`src/hdl/srts_pkg.sv`:
```
package srts_pkg;

    localparam int TABLE_DEPTH = 1024;
    localparam int IDX_W       = $clog2(TABLE_DEPTH);
    localparam int CNT_W       = IDX_W + 1;
    localparam int BND_W       = IDX_W + 2;
    localparam int VAL_W       = 32;
    localparam int PROD_W      = VAL_W + IDX_W;

    localparam logic [1:0] MODE_LINEAR = 2'd0;
    localparam logic [1:0] MODE_BINARY = 2'd1;
    localparam logic [1:0] MODE_INTERP = 2'd2;

    localparam logic REQ_WRITE  = 1'b0;
    localparam logic REQ_SEARCH = 1'b1;

    localparam logic CFG_MODE  = 1'b0;
    localparam logic CFG_COUNT = 1'b1;

    typedef struct packed {
        logic                    req_type;
        logic [9:0]              entry_index;
        logic signed [VAL_W-1:0] entry_value;
        logic signed [VAL_W-1:0] search_key;
    } req_t;

    typedef struct packed {
        logic       found;
        logic [9:0] position;
    } rsp_t;

endpackage

```
`src/hdl/srts_div.sv`:
```
module srts_div (
    input  logic                         clk,
    input  logic                         rst_n,
    input  logic                         start,
    input  logic [srts_pkg::PROD_W-1:0]  dividend,
    input  logic [srts_pkg::VAL_W-1:0]   divisor,
    output logic                         done,
    output logic [srts_pkg::IDX_W-1:0]   quotient
);
    import srts_pkg::*;

    localparam int STEP_W = $clog2(IDX_W + 1);

    logic [VAL_W-1:0]  rem_reg;
    logic [VAL_W-1:0]  rem_next;
    logic [IDX_W-1:0]  low_reg;
    logic [IDX_W-1:0]  low_next;
    logic [VAL_W-1:0]  den_reg;
    logic [STEP_W-1:0] step_reg;
    logic              busy_reg;
    logic              done_reg;
    logic [VAL_W:0]    trial;
    logic [VAL_W:0]    shifted;

    // quotient fits in IDX_W bits, so only the low bits need to be worked
    always_comb
    begin
        shifted = {rem_reg, low_reg[IDX_W-1]};
        trial   = shifted - {1'b0, den_reg};
        if (!trial[VAL_W])
        begin
            rem_next = trial[VAL_W-1:0];
            low_next = {low_reg[IDX_W-2:0], 1'b1};
        end
        else
        begin
            rem_next = shifted[VAL_W-1:0];
            low_next = {low_reg[IDX_W-2:0], 1'b0};
        end
    end

    always_ff @(posedge clk or negedge rst_n)
    begin
        if (!rst_n)
        begin
            busy_reg <= 1'b0;
            done_reg <= 1'b0;
            step_reg <= '0;
        end
        else
        begin
            if (start)
            begin
                busy_reg <= 1'b1;
                done_reg <= 1'b0;
                step_reg <= '0;
            end
            else if (busy_reg)
            begin
                step_reg <= step_reg + 1'b1;
                if (step_reg == STEP_W'(IDX_W - 1))
                begin
                    busy_reg <= 1'b0;
                    done_reg <= 1'b1;
                end
                else
                begin
                    done_reg <= 1'b0;
                end
            end
            else
            begin
                done_reg <= 1'b0;
            end
        end
    end

    always_ff @(posedge clk)
    begin
        if (start)
        begin
            rem_reg <= dividend[PROD_W-1:IDX_W];
            low_reg <= dividend[IDX_W-1:0];
            den_reg <= divisor;
        end
        else if (busy_reg)
        begin
            rem_reg <= rem_next;
            low_reg <= low_next;
        end
    end

    assign done     = done_reg;
    assign quotient = low_reg;

endmodule

```
`config.mk`:
```
export PLATFORM = sky130hd
export DESIGN_NAME = srts_div
export DESIGN_NICKNAME = d
export VERILOG_FILES = /design/src/hdl/srts_pkg.sv /design/src/hdl/srts_div.sv
export SDC_FILE = /design/constraint.sdc
export NUM_CORES = 1
export LEC_CHECK = 0
export BUFFER_PORTS_ARGS = -buffer_cell sky130_fd_sc_hd__buf_2
export CAP_MARGIN = 30
export CELL_PAD_IN_SITES_DETAIL_PLACEMENT = 1
export CELL_PAD_IN_SITES_GLOBAL_PLACEMENT = 1
export CORE_MARGIN = 8
export CORE_UTILIZATION = 30
export CTS_CLUSTER_DIAMETER = 200
export CTS_CLUSTER_SIZE = 40
export DETAILED_ROUTE_END_ITERATION = 6
export PLACE_DENSITY = 0.7
export RECOVER_POWER = 25
export SLEW_MARGIN = 15
export SYNTH_ARGS = -nofsm -noshare
export SYNTH_HDL_FRONTEND = slang
export SYNTH_SLANG_ARGS = --single-unit
```
`constraint.sdc`:
```
create_clock -name clk -period 6.4 [get_ports clk]
set_input_delay 0.32 -clock clk [delete_from_list [all_inputs] [get_ports clk]]
set_output_delay 0.32 -clock clk [all_outputs]
set_load 0.02 [all_outputs]
```
After elaboration in Yosys (flattened, before gate mapping):

Cells that the tools add are included.

* output and inout port bits: 11
* register bits after elaboration: 80

* multiplexer cells: 14
* equality and inequality tests: 1
* reductions and logical operators: 1
* add/sub/neg operators: 2

Operators with widths (count)
* 32-bit 2-to-1 mux: 3
* 33-bit by 32-bit subtractor with 33-bit output: 1
* 10-bit 2-to-1 mux: 2
* 4-bit 2-to-1 mux: 2
* 1-bit 2-to-1 mux: 7
* 4-bit by 1-bit adder with 4-bit output, second input constant: 1
* 4-bit equality test, second input constant: 1
* 2-bit nonzero test: 1

Logic depth before layout (Yosys ltp):

Gate-level depths: netlist (run 1).

* depth in word-level cells: 4
* mapped depth: 14

Least setup slack after synthesis (run 1):

No wires, ideal clock.

* path type: flip-flop to flip-flop
* start point: reg low_reg[9] (netlist: quotient[9])
* end point: reg rem_reg[10] (data pin)
* required time: 6.140 ns
* clock period less this slack: 3.402 ns
* path buffers: 1
* arrival time: 3.142 ns
* setup slack: 2.998 ns
* cell stages (with the launch flop): 14
* path through: edfxtp_1 -> inv_1 -> ha_1 -> fa_1 -> nand2b_1 -> a21o_1 -> a21oi_2 -> a211oi_2 -> o211ai_1 -> a21oi_4 -> xnor2_2 -> buf_6 -> mux2_4 -> mux2_2

* cells in the longest elaborated chain, start to end: 4

Ends and longest elaborated chain
* start, declared: RTL line srts_div.sv:16 `logic [IDX_W-1:0] low_reg;`
* start signal, assigned: RTL line srts_div.sv:83 `low_reg <= dividend[IDX_W-1:0];`
* start signal, assigned: RTL line srts_div.sv:89 `low_reg <= low_next;`
* 33-bit by 32-bit subtractor with 33-bit output: RTL line srts_div.sv:29 `trial = shifted - {1'b0, den_reg};`
* 32-bit 2-to-1 mux: RTL line srts_div.sv:30 `if (!trial[VAL_W])`
* 32-bit 2-to-1 mux: RTL line srts_div.sv:86 `else if (busy_reg)`
* 32-bit 2-to-1 mux: RTL line srts_div.sv:80 `if (start)`
* end signal, assigned: RTL line srts_div.sv:82 `rem_reg <= dividend[PROD_W-1:IDX_W];`
* end signal, assigned: RTL line srts_div.sv:88 `rem_reg <= rem_next;`
* end, declared: RTL line srts_div.sv:14 `logic [VAL_W-1:0] rem_reg;`

Every way passes these cells. The select of a mux whose other input is x is not followed.
A chain may end at the register's enable or synchronous reset.

Worst setup path after layout (run 1):

* start point: reg low_reg[9] (netlist: quotient[9])
* end point: reg rem_reg[4] (data pin)

Same word-level chain as after synthesis.

==> results of run 1 <==
[worst reg2reg max path: stages (launching register included)]
cell	delay, ns
sky130_fd_sc_hd__edfxtp_1	0.34
sky130_fd_sc_hd__inv_1	0.05
sky130_fd_sc_hd__ha_1	0.22
sky130_fd_sc_hd__fa_1	0.40
sky130_fd_sc_hd__nand2b_1	0.18
sky130_fd_sc_hd__a21o_1	0.21
sky130_fd_sc_hd__a21oi_2	0.23
sky130_fd_sc_hd__a211oi_2	0.11
sky130_fd_sc_hd__o211ai_1	0.26
sky130_fd_sc_hd__a21oi_4	0.13
sky130_fd_sc_hd__xnor2_4	0.54
sky130_fd_sc_hd__buf_4	0.44
sky130_fd_sc_hd__mux2_1	0.38
sky130_fd_sc_hd__mux2_2	0.26
[what timing repair did]
item / CTS / global route
resized for setup: 0 / 0
endpoints found under the hold margin: 6 / 0
hold buffers: 1 / 0
setup endpoints to repair: 0 / 0
[metal layers]
layer / global-route usage / wire [um] / up-vias / part of all wire
li1: - / - / 1985 / -
met1: 0.1577 / 6499 / 1959 / 0.46
met2: 0.2180 / 6828 / 90 / 0.49
met3: 0.02691 / 440 / 22 / 0.031
met4: 0.04448 / 269 / 0 / 0.019
met5: 0 / 0 / - / 0
[worst min-delay path by stage]
stage                    start          to  slack, ns  cells after the start
global route        divisor[3]  den_reg[3]       0.13                      1
finish              divisor[3]  den_reg[3]       0.14                      1
CTS                 divisor[2]  den_reg[2]       0.13                      1
detailed placement       rst_n        done       0.15                      1
floorplan                rst_n    busy_reg       0.02                      0
global placement         rst_n        done       0.15                      1
[power by group through the flow]
| stage | Clock [mW] | Combinational (mW) | Sequential [mW] |
|---|---|---|---|
| 2_1_floorplan | 0 | 1.52 | 0.843 |
| 3_3_place_gp | 0 | 1.87 | 0.851 |
| 3_5_place_dp | 0 | 1.92 | 0.859 |
| 4_1_cts | 0.585 | 1.93 | 0.851 |
| 5_1_grt | 0.602 | 2.12 | 0.867 |
| 6_report | 0.567 | 1.92 | 0.850 |
[metrics by stage]
step / cell area, um2 / std cells / worst slack [ns] / hold slack [ns] / total power [mW]
after floorplan: 5393 / 496 / 2.998 / 0.02441 / 2.364
after global placement: 6045 / 793 / 2.490 / 0.1460 / 2.721
after detailed placement: 6065 / 794 / 2.363 / 0.1510 / 2.779
after CTS: 6396 / 811 / 2.329 / 0.1282 / 3.367
after global routing: 6390 / 811 / 2.100 / 0.1297 / 3.589
final: 6390 / 811 / 2.382 / 0.1413 / 3.336
[cells by family after synthesis]
family	after synthesis	synth area share
AND/OR/NAND/NOR	117	0.1146
flip-flops	80	0.4399
multiplexers	51	0.1151
XOR/XNOR	31	0.05313
AO/OA/AOI/OAI	123	0.1499
adder cells (fa/ha/maj)	35	0.08260
buffers and inverters	59	0.04478
[layout by cell type (no fill, tap or decap), drive strengths merged, types with 8 or more instances in the layout]
cell,instances
a211oi,8
a21o,10
a21oi,42
buf,87
clkbuf,13
edfxtp,74
ha,34
inv,39
mux2,46
nand2,29
nand3,10
nand4,8
nor2,23
nor2b,11
o21ai,23
xnor2,19
xor2,12
[final cells by class]
cell class,instances,area share
Timing Repair Buffer,91,0.07460
Sequential cell,80,0.3713
Inverter,38,0.02232
Clock buffer,10,0.03583
Clock inverter,6,0.01449
Tap cell,229,0.04484
Multi-Input combinational cell,357,0.4367
==> results.yml, run 1 <==
run_status:
  outcome: "finished, violations left"
  violations: "max-capacitance violations, max-slew violations"
power:
  clock_network_power_share: 0.170
  ir_worst_vdd_mv: 0.2093
  cell_internal_pwr_mw: 2.021
  power.share.sequential: 0.255
  power.switching_fraction: 0.3944
  p_leak_nw: 2.701
  p_sw_mw: 1.316
  power-per-cell-area_nw_per_um2: 522.1
  power.combinational.fraction: 0.575
clock_tree:
  cts_inserted_buffers: 9
  clkLatencyLatePin_ns: 0.35
  postCtsSetupRepairBufs: 0
  clock_tree.buffer_depth: 2
  clkSlewWorstSetupHoldPaths_ns: 0.06
  root_buffer: "sky130_fd_sc_hd__clkbuf_16"
  cts_tree: "yes"
  clkSinkCount: 80
  clock_tree.htree_level_count: 3
setup_path:
  critical_path_arrival_ns: 4.12
  cp_slowest_stage_delay_ns: 0.54
  crit_path_top_delay_cell: "sky130_fd_sc_hd__xnor2_4"
  r2r_depth: 13
  timing_worst_setup_path_type: "flip-flop to flip-flop"
  timing.critical_path.from: "quotient[9]"
  setup.worst_path.end_class: "flip-flop"
  worst_path_required_ns: 6.50
  r2r_slack_ns: 2.38
  endpoint: "rem_reg[4]"
  worst_path_dominant_cell_family: "compound AO/OA/AOI/OAI gates"
  timing.critical_path.from_type: "flip-flop"
  worstReg2RegStart: "quotient[9]"
  regToRegEndpoint: "rem_reg[4]"
  path_cells: "inv_1 > ha_1 > fa_1 > nand2b_1 > a21o_1 > a21oi_2 > a211oi_2 > o211ai_1 > a21oi_4 > xnor2_4 > buf_4 > mux2_1 > mux2_2"
  timing.critical_path.buf_inv: 2
  worst-path-stages: 13
  critPathMaxFanout: 19
yosys:
  ys.warnings.count: 0
  post_synth_instance_area_um2: 5393
  postSynth.asyncResetShare: 0.07500
  synth_seq_cells: 80
  number_of_cells_produced_by_synthesis: 496
  synth_edf_count: 74
  netlist.area_leader.share: 0.4121
  yosys_most_used_dff: "sky130_fd_sc_hd__edfxtp_1"
  commonest_cells_in_the_synthesized_netlist: "74 x sky130_fd_sc_hd__edfxtp_1, 38 x sky130_fd_sc_hd__a21oi_1, 38 x sky130_fd_sc_hd__inv_1"
  synth_area_per_cell_um2: 10.87
  netlist_top_cells_area: "sky130_fd_sc_hd__edfxtp_1 41%, sky130_fd_sc_hd__ha_1 7.9%, sky130_fd_sc_hd__mux2_2 6.1%"
  yosysMostFrequentCell: "sky130_fd_sc_hd__edfxtp_1"
  synthDistinctLibCells: 59
  yosys.area.top_type: "sky130_fd_sc_hd__edfxtp_1"
  synthesis.nets: 608
  synth-seq-area-share: 0.4399
drt:
  via_per_inst: 5.001
  drt_pass1_iterations: 4
  drt_wl_total_um: 14040
  drt_drc_violations_left: 0
  routed-via-count: 4056
  initialDrtViolationCount: 208
  route.antenna.remaining_nets: 0
  avgRoutedWirePerCell_um: 17.31
hold_path:
  worst_hold_path_type: "input pin to flip-flop"
cells_and_area:
  antenna_cells: 0
  finalCoreUtilization: 0.3594
  final-seq-area_um2: 2372
  synthToLayoutAreaGrowth_pct: 18.49
  fin_nets: 689
  multiInputGateArea_um2: 2790
  final_layout_size_suffix_gt1_frac: 0.2698
  n_fill_cell: 1999
floorplanning:
  floorplan.initialDensity: 0.3033
  top_level_ports: 88
  std_cell_rows: 49
  design.core.area_um2: 17780
  die_h_um: 150.1
  overall_die_area_um2: 22520
  die_width_um: 150.1
sta:
  period_needed_ns: 4.018
  slew_viols_final: 48
  final-setup-viol-count: 0
  measured_slew_at_the_worst_slew_check_pin_ns: 2.138
  max-slew-margin-rel: -0.4255
  post-route-period-util: 0.6278
  setup_tns_ns: 0
  clock_skew_ns: 0.009532
  rsz0062_at_grt: "false"
  hold_viol: 0
  max_freq_mhz: 248.9
grt:
  largest_net_degree_at_the_start_of_global_routing: 55
  first_global_vias: 4448
  antenna_found_initial: 0
  grt-ovfl-total: 0
  grt_first_pass_wirelength_um: 22890
  gr-usage-all-layers: 0.1282
place:
  finalWeightedCongestion: 0.8521
  hpwl_um: 10730
  place.port_buffers: 87
job:
  maxCapViolCount: 1
Power figures use the tool's default switching activity.
==> run 2, diff against run 1 <==
--- a/config.mk
+++ b/config.mk
@@ -14,7 +14,7 @@
 export CTS_CLUSTER_DIAMETER = 200
 export CTS_CLUSTER_SIZE = 40
 export DETAILED_ROUTE_END_ITERATION = 6
-export PLACE_DENSITY = 0.7
+export PLACE_DENSITY = 0.72
 export RECOVER_POWER = 25
 export SLEW_MARGIN = 15
 export SYNTH_ARGS = -nofsm -noshare
==> constraint.sdc (replaced) <==
create_clock -name clk -period 3.59 [get_ports clk]
set_input_delay 0.1795 -clock clk [delete_from_list [all_inputs] [get_ports clk]]
set_output_delay 0.1795 -clock clk [all_outputs]
set_load 0.02 [all_outputs]
==> run 2 against run 1 <==
  * The run still ends with max-capacitance violations, max-slew violations left
  * Worst hold slack worse by 0.13 ns
  * Clock power rose by 69%
  * Largest power group unchanged
  * Sequential cell count is the same
  * Count of clock-buffer cells in the layout decreased by 1
  * Critical path depth did not move
  * Global-route usage rose by 0.34 points
  * Final area rose by 5.5%
  * Worst setup slack lost 2.2 ns
  * Core utilization increased by 2.0 points
  * Maximum frequency grew 17%
==> results.yml, run 2 (synthesized netlist as in run 1, its figures left out) <==
sta:
  period_needed_ns: 3.420
  max-slew-margin-rel: -0.1030
  hold_viol: 0
  setup_tns_ns: 0
  clock_skew_ns: 0.008298
  post-route-period-util: 0.9528
  measured_slew_at_the_worst_slew_check_pin_ns: 1.655
  max_freq_mhz: 292.4
  slew_viols_final: 35
  final-setup-viol-count: 0
  setup_ws_ns: 0.1695
drt:
  drt_pass1_iterations: 4
  avgRoutedWirePerCell_um: 17.39
  drt_drc_violations_left: 0
  route.antenna.remaining_nets: 0
  routed-via-count: 4191
  via_per_inst: 4.972
  initialDrtViolationCount: 191
  drt_wl_total_um: 14660
job:
  maxCapViolCount: 1
grt:
  antenna_found_initial: 0
  largest_net_degree_at_the_start_of_global_routing: 43
  gr-usage-all-layers: 0.1316
  first_global_vias: 4687
  grt_first_pass_wirelength_um: 23430
  grt-ovfl-total: 0
power:
  power.share.sequential: 0.241
  power-per-cell-area_nw_per_um2: 935.1
  cell_internal_pwr_mw: 3.862
  power.switching_fraction: 0.3872
  clock_network_power_share: 0.152
  power.combinational.fraction: 0.607
  p_sw_mw: 2.440
  ir_worst_vdd_mv: 0.4738
  fin_total_pwr_mw: 6.302
  p_leak_nw: 2.865
floorplanning:
  overall_die_area_um2: 22520
  std_cell_rows: 49
  die_width_um: 150.1
  die_h_um: 150.1
  top_level_ports: 88
  floorplan.initialDensity: 0.3033
  design.core.area_um2: 17780
setup_path:
  critPathMaxFanout: 8
  cpMostUsedCell: "sky130_fd_sc_hd__a21oi_4"
  setup.worst_path.end_class: "flip-flop"
  cp_slowest_stage_delay_ns: 0.36
  crit_path_top_delay_cell: "sky130_fd_sc_hd__fa_2"
  worst_path_dominant_cell_family: "compound AO/OA/AOI/OAI gates"
  timing.critical_path.from_type: "flip-flop"
  path_cells: "inv_1 > ha_2 > fa_2 > nand2b_4 > a21o_1 > a21oi_4 > a211oi_2 > o211ai_1 > a21oi_4 > xnor2_4 > buf_12 > mux2_1 > mux2_2"
  timing.critical_path.buf_inv: 2
  r2r_slack_ns: 0.17
  worst_path_required_ns: 3.69
  timing_worst_setup_path_type: "flip-flop to flip-flop"
  critical_path_arrival_ns: 3.52
clock_tree:
  clkSlewWorstSetupHoldPaths_ns: 0.06
  clkSinkCount: 80
  clock_tree.htree_level_count: 3
  clkLatencyLatePin_ns: 0.35
  clock_tree.buffer_depth: 2
  cts_tree: "yes"
  cts_inserted_buffers: 9
  root_buffer: "sky130_fd_sc_hd__clkbuf_16"
cells_and_area:
  antenna_cells: 0
  final_non_filler_cells: 843
  synthToLayoutAreaGrowth_pct: 24.97
  layout_commonest_cell: "sky130_fd_sc_hd__buf_2"
  most-common-layout-cells: "84 x sky130_fd_sc_hd__buf_2, 74 x sky130_fd_sc_hd__edfxtp_1, 38 x sky130_fd_sc_hd__inv_1, 38 x sky130_fd_sc_hd__a21oi_1, 33 x sky130_fd_sc_hd__ha_1"
  finalCoreUtilization: 0.3790
  fin_nets: 722
  final_layout_size_suffix_gt1_frac: 0.2736
hold_path:
  worst_hold_path_type: "input pin to flip-flop"
place:
  finalWeightedCongestion: 0.8545
  post-place-cells: 797
  hpwl_um: 11090
  preCtsSetupSlack_ns: 0.1177
  place.port_buffers: 87
run_status:
  violations: "max-capacitance violations, max-slew violations"
  outcome: "finished, violations left"
## run 2: timing repair
action	4_1_cts	5_1_grt
hold buffers	22	0
endpoints found under the hold margin	27	0
setup buffers	0	8
resized for setup	0	4
setup endpoints to repair	0	17
## run 2: path summary, 6_finish.rpt
| kind | from | cells after the start | endpoint |
|---|---|---|---|
| worst min register to register | step_reg[3] | 2 | step_reg[3] |
| worst max register to register | quotient[9] | 13 | rem_reg[4] |
| min in group asynchronous | rst_n | 2 | done |
| max in group asynchronous | rst_n | 2 | busy_reg |
| worst max-delay path | quotient[9] | 13 | rem_reg[4] |
| worst min-delay path | divisor[18] | 1 | den_reg[18] |
## run 2: metal layers
layer / GRT usage / vias up / wire [um]
met2: 0.2318 / 75 / 7329
met4: 0.04648 / 0 / 282
met5: 0 / - / 0
met1: 0.1542 / 2042 / 6623
met3: 0.02903 / 23 / 427
li1: - / 2051 / -
## run 2: through the flow
stage / hold WS (ns) / instance area (um2)
after detailed placement: 0.007158 / 6120
after global placement: 0.001437 / 6092
after CTS: 0.003486 / 6640
after global routing: 0.006827 / 6739
final: 0.01542 / 6739
after floorplan: -0.1161 / 5393
## run 2: layout make-up
class / instances / area [um2]
Clock buffer: 9 / 225.2
Timing Repair Buffer: 124 / 827.0
Sequential cell: 80 / 2372
Multi-Input combinational cell: 357 / 2810
Clock inverter: 6 / 75.07
Fill cell: 2015 / 11040
Tap cell: 229 / 286.5
Inverter: 38 / 142.6
## run 2: power groups by stage
stage,logic [mW],registers (mW),clock network [mW]
6_report,3.82,1.52,0.960
5_1_grt,4.16,1.55,1.02
4_1_cts,3.61,1.52,0.994
3_5_place_dp,3.57,1.53,0
3_3_place_gp,3.43,1.52,0
2_1_floorplan,2.71,1.50,0
==> run 3, diff against run 2 <==
--- a/config.mk
+++ b/config.mk
@@ -10,11 +10,11 @@
 export CELL_PAD_IN_SITES_DETAIL_PLACEMENT = 1
 export CELL_PAD_IN_SITES_GLOBAL_PLACEMENT = 1
 export CORE_MARGIN = 8
-export CORE_UTILIZATION = 30
+export CORE_UTILIZATION = 41
 export CTS_CLUSTER_DIAMETER = 200
 export CTS_CLUSTER_SIZE = 40
 export DETAILED_ROUTE_END_ITERATION = 6
-export PLACE_DENSITY = 0.72
+export PLACE_DENSITY = 0.89
 export RECOVER_POWER = 25
 export SLEW_MARGIN = 15
 export SYNTH_ARGS = -nofsm -noshare
==> run 3 against run 2 <==
  * The run now ends clean
  * Via count is 3.7% higher
  * Worst hold slack worse by 0.0081 ns
  * Critical path depth is 1 higher
  * Cell count is 5.2% lower
  * Sequential cell count stayed put
  * First-iteration DRC count is 24% higher
  * Count of clock-buffer cells in the layout is 3 higher
  * Clock skew is 0.0033 ns higher
  * Sequential share of layout area hardly changed
  * Die area is 24% lower
  * Non-clock buffer count is 8 higher
  * Maximum frequency is 0.81% lower
  * Critical endpoint is now rem_reg[20]
  * Highest routed layer unchanged
==> results.yml, run 3 (synthesized netlist as in run 1, its figures left out) <==
drt:
  drt_pass1_iterations: 4
  avgRoutedWirePerCell_um: 18.97
  routed-via-count: 4347
  drt_drc_violations_left: 0
  via_per_inst: 5.441
  route.antenna.remaining_nets: 0
  initialDrtViolationCount: 237
  drt_wl_total_um: 15160
cells_and_area:
  antenna_cells: 0
  layout_commonest_cell: "sky130_fd_sc_hd__buf_2"
  final_layout_size_suffix_gt1_frac: 0.2825
  finalCoreUtilization: 0.5169
  final_non_filler_cells: 799
  fin_nets: 730
  most-common-layout-cells: "85 x sky130_fd_sc_hd__buf_2, 74 x sky130_fd_sc_hd__edfxtp_1, 38 x sky130_fd_sc_hd__inv_1, 38 x sky130_fd_sc_hd__a21oi_1, 33 x sky130_fd_sc_hd__ha_1"
  synthToLayoutAreaGrowth_pct: 24.92
setup_path:
  critPathMaxFanout: 8
  worstReg2RegStart: "quotient[9]"
  cpMostUsedCell: "sky130_fd_sc_hd__a21oi_4"
  path_cells: "inv_1 > ha_2 > fa_2 > nand2b_4 > a21o_1 > a21oi_4 > a211oi_2 > o211ai_1 > a21oi_4 > xnor2_4 > buf_4 > buf_8 > mux2_4 > mux2_2"
  timing.critical_path.from: "quotient[9]"
  timing_worst_setup_path_type: "flip-flop to flip-flop"
  r2r_slack_ns: 0.14
  timing.critical_path.buf_inv: 3
  cp_slowest_stage_delay_ns: 0.35
  crit_path_top_delay_cell: "sky130_fd_sc_hd__fa_2"
  worst_path_required_ns: 3.68
  timing.critical_path.from_type: "flip-flop"
  setup.worst_path.end_class: "flip-flop"
  worst_path_dominant_cell_family: "compound AO/OA/AOI/OAI gates"
  critical_path_arrival_ns: 3.54
sta:
  measured_slew_at_the_worst_slew_check_pin_ns: 0.7354
  max_freq_mhz: 290.0
  hold_viol: 0
  period_needed_ns: 3.448
  post-route-period-util: 0.9606
  max-slew-margin-rel: 0.5098
  hold-worst-slack_ns: 0.007300
  final-setup-viol-count: 0
  clock_skew_ns: 0.01161
  slew_viols_final: 0
grt:
  antenna_found_initial: 0
  largest_net_degree_at_the_start_of_global_routing: 60
  grt-ovfl-total: 0
  gr-usage-all-layers: 0.1792
  grt_first_pass_wirelength_um: 23830
  first_global_vias: 4666
place:
  place.port_buffers: 87
  hpwl_um: 10760
  post-place-cells: 745
  finalWeightedCongestion: 0.9289
hold_path:
  hold_path_startpoint: "divisor[26]"
  worst_hold_path_type: "input pin to flip-flop"
power:
  power-per-cell-area_nw_per_um2: 954.0
  p_leak_nw: 2.901
  ir_worst_vdd_mv: 0.4337
clock_tree:
  clkSlewWorstSetupHoldPaths_ns: 0.07
  clock_tree.buffer_depth: 2
  root_buffer: "sky130_fd_sc_hd__clkbuf_16"
  clkSinkCount: 80
  clock_tree.htree_level_count: 3
  cts_tree: "yes"
  cts_inserted_buffers: 9
  clkLatencyLatePin_ns: 0.36
floorplanning:
  top_level_ports: 88
  die_width_um: 130.7
  overall_die_area_um2: 17080
  design.core.area_um2: 13030
  die_h_um: 130.7
  floorplan.initialDensity: 0.4138
  std_cell_rows: 42
run_status:
  outcome: "finished clean"
job:
  maxCapViolCount: 0
==> run 3: per-layer routing <==
metal | track usage | wire length [um]
met1 | 0.2060 | 6449
met2 | 0.3165 | 7731
met3 | 0.03734 | 671
met4 | 0.07630 | 308
met5 | 0 | 0
==> run 3: worst paths after layout <==
check,endpoint,cells after the start
max,rem_reg[20],14
max reg2reg,rem_reg[20],14
min,den_reg[26],1
max in group asynchronous,step_reg[3],2
min reg2reg,step_reg[3],2
min in group asynchronous,busy_reg,2
==> run 3: power by group <==
group | switching (mW) | internal [mW]
Combinational | 2.01 | 1.98
Clock | 0.375 | 0.537
Sequential | 0.160 | 1.36
Total | 2.54 | 3.88
==> run 3: layout make-up <==
class | count | area, um2
inverter | 38 | 142.6
tap | 176 | 220.2
multi-input combinational | 357 | 2816
sequential | 80 | 2372
timing repair buffer | 132 | 900.9
fill | 1469 | 6296
clock buffer | 12 | 236.5
clock inverter | 4 | 47.55
==> run 3: repair_timing <==
item | CTS | global route
hold buffers | 25 | 1
resized for setup | 0 | 8
buffers inserted | 0 | 11
endpoints found under the hold margin | 30 | 1
endpoints found under the setup margin | 0 | 17
==> run 3: per-stage QoR <==
step,worst slack [ns],power (mW),TNS (ns),area [um2]
after floorplan,0.1877,4.214,0,5393
after global placement,0.2616,4.880,0,6021
after detailed placement,0.1464,5.081,0,6048
after CTS,0.1143,6.058,0,6583
after global routing,-0.02970,6.826,-0.1361,6736
final,0.1415,6.427,0,6736
